`src/design/swb_pkg.sv`:
```
// ----------------------------------------------------------------------------
// swb_pkg
// Shared types and constants of the swap block allocator: request and response
// payloads, request and status codes, controller states and the command and
// status groups between the controller and the datapath.
// ----------------------------------------------------------------------------
package swb_pkg;

  localparam int NUM_BLOCKS_DEF = 256;

  // Request codes.
  localparam logic [1:0] REQ_ALLOC  = 2'd0;
  localparam logic [1:0] REQ_FREE   = 2'd1;
  localparam logic [1:0] REQ_LOOKUP = 2'd2;
  localparam logic [1:0] REQ_CLEAR  = 2'd3;

  // Response status codes.
  localparam logic [1:0] STAT_DONE    = 2'd0;
  localparam logic [1:0] STAT_FAIL    = 2'd1;
  localparam logic [1:0] STAT_IGNORED = 2'd2;

  typedef struct packed {
    logic [1:0]  req_type;
    logic [15:0] owner_id;
    logic [19:0] page_number;
    logic [7:0]  slot_in;
  } swb_req_t;

  typedef struct packed {
    logic [1:0] status;
    logic [7:0] slot_out;
    logic [8:0] free_left;
  } swb_rsp_t;

  typedef enum logic [2:0] {
    S_INIT,
    S_IDLE,
    S_SCAN,
    S_FREE_RD,
    S_FREE_CHK,
    S_CLEAR,
    S_POST
  } swb_state_t;

  typedef struct packed {
    logic       load;         // capture the accepted request
    logic       scan_clr;     // restart the table pointer at block zero
    logic       scan_run;     // read one block per cycle and advance
    logic       sweep;        // write an empty entry at the pointer and advance
    logic       free_rd;      // read the block named by the request
    logic       commit_scan;  // take or release the block found by the scan
    logic       commit_free;  // release the block named by the request
    logic       reset_total;  // free count back to the table size
    logic       set_res;      // record res_code with slot zero
    logic [1:0] res_code;
    logic       out_load;     // move the result into the output register
  } swb_cmd_t;

  typedef struct packed {
    logic [1:0] in_type;
    logic       hit;
    logic       chk_last;
    logic       scan_last;
    logic       total_zero;
    logic       free_ok;
  } swb_sts_t;

endpackage

```
`src/design/swb_ctrl.sv`:
```
// ----------------------------------------------------------------------------
// swb_ctrl
// Request sequencer: clearing pass, table scan, free by index, clear request
// and hand-off of each result to the output register.
// ----------------------------------------------------------------------------
module swb_ctrl (
  input  logic              clk,
  input  logic              rst,
  input  logic              req_valid,
  output logic              req_ready,
  output logic              rsp_valid,
  input  logic              rsp_ready,
  input  swb_pkg::swb_sts_t sts,
  output swb_pkg::swb_cmd_t cmd
);

  swb_pkg::swb_state_t state;
  swb_pkg::swb_state_t state_next;

  always_ff @(posedge clk) begin
    if (rst) begin
      state <= swb_pkg::S_INIT;
    end else begin
      state <= state_next;
    end
  end

  always_comb begin
    state_next = state;
    case (state)
      swb_pkg::S_INIT: begin
        if (sts.scan_last) state_next = swb_pkg::S_IDLE;
      end
      swb_pkg::S_IDLE: begin
        if (req_valid) begin
          case (sts.in_type)
            swb_pkg::REQ_ALLOC: begin
              state_next = sts.total_zero ? swb_pkg::S_POST : swb_pkg::S_SCAN;
            end
            swb_pkg::REQ_FREE:   state_next = swb_pkg::S_FREE_RD;
            swb_pkg::REQ_LOOKUP: state_next = swb_pkg::S_SCAN;
            default:             state_next = swb_pkg::S_CLEAR;
          endcase
        end
      end
      swb_pkg::S_SCAN: begin
        if (sts.hit || sts.chk_last) state_next = swb_pkg::S_POST;
      end
      swb_pkg::S_FREE_RD:  state_next = swb_pkg::S_FREE_CHK;
      swb_pkg::S_FREE_CHK: state_next = swb_pkg::S_POST;
      swb_pkg::S_CLEAR: begin
        if (sts.scan_last) state_next = swb_pkg::S_POST;
      end
      swb_pkg::S_POST: begin
        if (!rsp_valid || rsp_ready) state_next = swb_pkg::S_IDLE;
      end
      default: state_next = swb_pkg::S_INIT;
    endcase
  end

  always_comb begin
    cmd       = '0;
    req_ready = 1'b0;
    case (state)
      swb_pkg::S_INIT: begin
        cmd.sweep = 1'b1;
        cmd.reset_total = sts.scan_last;
      end
      swb_pkg::S_IDLE: begin
        req_ready    = 1'b1;
        cmd.load     = req_valid;
        cmd.scan_clr = req_valid;
        if (req_valid && (sts.in_type == swb_pkg::REQ_ALLOC) && sts.total_zero) begin
          cmd.set_res  = 1'b1;
          cmd.res_code = swb_pkg::STAT_FAIL;
        end
      end
      swb_pkg::S_SCAN: begin
        cmd.scan_run = 1'b1;
        if (sts.hit) begin
          cmd.commit_scan = 1'b1;
        end else if (sts.chk_last) begin
          cmd.set_res  = 1'b1;
          cmd.res_code = swb_pkg::STAT_FAIL;
        end
      end
      swb_pkg::S_FREE_RD: begin
        cmd.free_rd = 1'b1;
      end
      swb_pkg::S_FREE_CHK: begin
        if (sts.free_ok) begin
          cmd.commit_free = 1'b1;
        end else begin
          cmd.set_res  = 1'b1;
          cmd.res_code = swb_pkg::STAT_IGNORED;
        end
      end
      swb_pkg::S_CLEAR: begin
        cmd.sweep = 1'b1;
        if (sts.scan_last) begin
          cmd.reset_total = 1'b1;
          cmd.set_res     = 1'b1;
          cmd.res_code    = swb_pkg::STAT_DONE;
        end
      end
      swb_pkg::S_POST: begin
        cmd.out_load = !rsp_valid || rsp_ready;
      end
      default: begin
        cmd = '0;
      end
    endcase
  end

  always_ff @(posedge clk) begin
    if (rst) begin
      rsp_valid <= 1'b0;
    end else if (cmd.out_load) begin
      rsp_valid <= 1'b1;
    end else if (rsp_ready) begin
      rsp_valid <= 1'b0;
    end
  end

endmodule
```
`config.mk`:
```
export PLATFORM = sky130hd
export DESIGN_NAME = swb_ctrl
export DESIGN_NICKNAME = d
export VERILOG_FILES = /design/src/design/swb_pkg.sv /design/src/design/swb_ctrl.sv
export SDC_FILE = /design/constraint.sdc
export NUM_CORES = 1
export LEC_CHECK = 0
export BUFFER_PORTS_ARGS = -buffer_cell sky130_fd_sc_hd__buf_4
export CAP_MARGIN = 0
export CORE_AREA = 2 2 39 41
export CTS_BUF_LIST = sky130_fd_sc_hd__clkbuf_2
export CTS_CLUSTER_DIAMETER = 30
export DETAILED_ROUTE_END_ITERATION = 7
export DIE_AREA = 0 0 41 43
export GPL_ROUTABILITY_DRIVEN = 0
export SETUP_SLACK_MARGIN = 0.3
export SLEW_MARGIN = 25
export SYNTH_ARGS = -nofsm -noshare
export SYNTH_HDL_FRONTEND = slang
export SYNTH_SLANG_ARGS = --single-unit
```
`constraint.sdc`:
```
create_clock -name clk -period 1.85 [get_ports clk]
set_input_delay 0.185 -clock clk [delete_from_list [all_inputs] [get_ports clk]]
set_output_delay 0.185 -clock clk [all_outputs]
set_load 0.05 [all_outputs]
```
==> results by group <==
GRT
  • Total track usage: 17.87%
  • Vias in the first global route: 523
  • Initial antenna violation count: 0
  • Gr ovfl total: 0
  • Largest net degree at the start of global routing: 15
  • First-pass GRT wire length: 2208 um

Clock network
  • Hold Buf Count CTS: 0
  • TritonCTS clock tree: yes
  • Total CTS buffers: 3
  • CTS Buffer Depth: 2
  • CTS root buf: clkbuf_2
  • Clock transition at path regs: 0.05 ns
  • H-tree depth: 1
  • Worst-Skew Late Latency: 0.21 ns
  • Clock tree sinks: 4

Routing
  • First-pass DRT Iterations: 4
  • Routed length per instance: 12.31 um
  • Vias: 539
  • Vias per inst: 5.233
  • Antenna-violating nets left: 0
  • Final WL: 1268 um
  • Drt drc: 0
  • Detailed Route Iter0 Violations: 7

Placed design
  • Placed insts: 97
  • Place WS: 0.2428 ns
  • Post-DP HPWL: 953.8 um
  • Placed inst area: 659.4 um^2
  • Input/output buffers: 24

Floorplanning
  • Die Span Y: 43 um
  • I/O pin cnt: 25
  • Die footprint: 1763 um^2
  • Starting Density: 30.02%
  • Core box area: 1384 um^2
  • Row Count: 14
  • Die W: 41 um

Worst setup path
  • Crit-path cells: buf_4 -> or3b_4 -> nor4_2 -> a31o_2 -> o21bai_2 -> buf_6
  • CP max stage delay: 0.40 ns
  • Critical Path AT: 1.34 ns
  • Reg2reg setup slack: 0.37 ns
  • Crit end category: output pin
  • Crit Reg-Reg Endpoint: state[2]$_SDFFE_PP0P_
  • Top delay family on crit path: simple AND/OR/NAND/NOR gates
  • Crit start category: input port
  • Slowest-stage cell, CP: or3b_4
  • R2r worst-path depth: 5
  • R2r startpoint: state[0]$_SDFFE_PP0P_
  • Worst Path Buf+Inv: 2
  • Worst Path Required: 1.66 ns
  • Crit Path Category: in -> out
  • CP Max Fanout: 2

Synthesis
  • Synth top area cells: dfxtp_1 (19%), a21oi_1 (6.0%), nand2b_1 (6.0%)
  • Syn Nets: 70
  • Share of the synthesized area in the top cell type: 19.28%
  • YS warnings: 0
  • Synthesized area per cell: 7.041 um^2
  • Yosys reg bits: 4
  • Distinct cells, synth: 31
  • Syn Std Cell Area: 415.4 um^2
  • Post-synth EDFFs: 0
  • Register area share after synthesis: 19.28%
  • Cells after Synth: 59
  • Synth Flop Type: dfxtp_1
  • Leading area contributor after synthesis: dfxtp_1
  • Post-synth ARST share: 0%

Job
  • Max-Cap Viols: 0

Timing
  • Hold Vio Cnt, Final: 0
  • Endpoints failing setup: 0
  • Period utilisation layout: 82.30%
  • Final Max Tran Viols: 0
  • Unrepaired setup endpoints after global routing: true
  • Max-slew headroom: 75.65%
  • Final setup TNS: 0 ns
  • Worst slew pin tran: 0.3645 ns
  • Max Fclk: 656.8 MHz
  • Clk_skew: 0.005373 ns
  • Final Critical Period: 1.523 ns
  • Slack of the critical path: 0.3274 ns

Hold path
  • Min-Delay Path Class: in -> reg
  • Hold Crit Depth: 2
  • Min-delay src: rst
  • Hold EP: state[2]$_SDFFE_PP0P_

Finish
  • Non-Filler Instances: 103
  • Area Growth Syn to Fin: 84.64%
  • Share of cells above drive strength 1: 64.37%
  • Post-route cell area: 767.0 um^2
  • N_diodes: 0
  • Most common cell after layout, fill and taps aside: buf_4
  • Final Net Count: 100
  • FILL cells: 133
  • Most frequent cells in the layout: buf_4 (24), buf_6 (5), a21oi_1 (4)

Pwr
  • P_leak: 0.3233 nW
  • Power per cell area: 988.1 nW/um^2
  • Peak supply drop: 0.0005079 V

Run status
  • Status: completed
## flip-flops by register name, indices dropped and copies added, names as in the netlist
register,cells
state,3
rsp_valid,1
## synthesized netlist by cell type, types with 2 or more instances
library cell / instances
a21oi_1: 5
and2_1: 2
buf_2: 2
dfxtp_1: 4
inv_1: 3
nand2_1: 3
nand2b_1: 4
nor2_1: 6
nor2b_1: 2
nor3_1: 4
nor3b_1: 2
nor4_1: 2
or3_1: 2
## worst max-delay path by stage
stage	startpoint	end	slack, ns	cells past startpoint
after floorplan	state[2]$_SDFFE_PP0P_	cmd[6]	-0.06	3
after global placement	state[2]$_SDFFE_PP0P_	cmd[3]	0.27	4
after detailed placement	state[2]$_SDFFE_PP0P_	cmd[3]	0.24	4
after CTS	sts[6]	cmd[3]	0.29	6
after global routing	state[1]$_SDFFE_PP0P_	cmd[5]	0.26	4
final	sts[6]	cmd[3]	0.33	6
## per-stage QoR
step	power [mW]	hold WS [ns]	util, %
floorplan	0.4840	0.2541	-
global placement	0.5983	0.3814	47.65
detailed placement	0.5998	0.3783	47.65
CTS	0.7451	0.1537	53.07
global route	0.8056	0.1559	55.43
finish	0.7578	0.1592	55.43
## per-layer routing
layer	vias to the layer above	share of wire, %	GRT usage (%)	wire length (um)
met5	-	0	0	0
met1	251	42	23.15	535
met4	0	0.95	8.000	12
met3	2	5.2	3.665	66
li1	269	-	-	-
met2	17	51	27.19	653
## power by group
part / internal, mW / switching (mW) / total [mW]
registers: 0.104 / 0.0375 / 0.142
clock network: 0.0438 / 0.0404 / 0.0842
logic: 0.223 / 0.309 / 0.532
total: 0.371 / 0.387 / 0.758
## cell type report
type	instances	area, um^2	share of cell area [%]
Clock buffer	3	15.01	1.958
Tap cell	16	20.02	2.610
Inverter	3	11.26	1.468
Multi-Input combinational cell	47	382.9	49.92
Timing Repair Buffer	30	251.5	32.79
Sequential cell	4	86.33	11.26
## repair_timing
item                                    4_1_cts  5_1_grt
pin swaps                                     2        4
setup buffers                                 2        1
cloned                                        0        0
resized for setup                            15        7
endpoints found under the setup margin        8        7
## logic make-up after synthesis
group | count (synthesis) | share of synthesized area (%)
buffers and inverters | 8 | 10.54
and+or+nand+nor | 31 | 42.77
AOI/OAI and AO/OA | 16 | 27.41
DFF | 4 | 19.28
No activity file was read; power rests on OpenSTA's default activity.
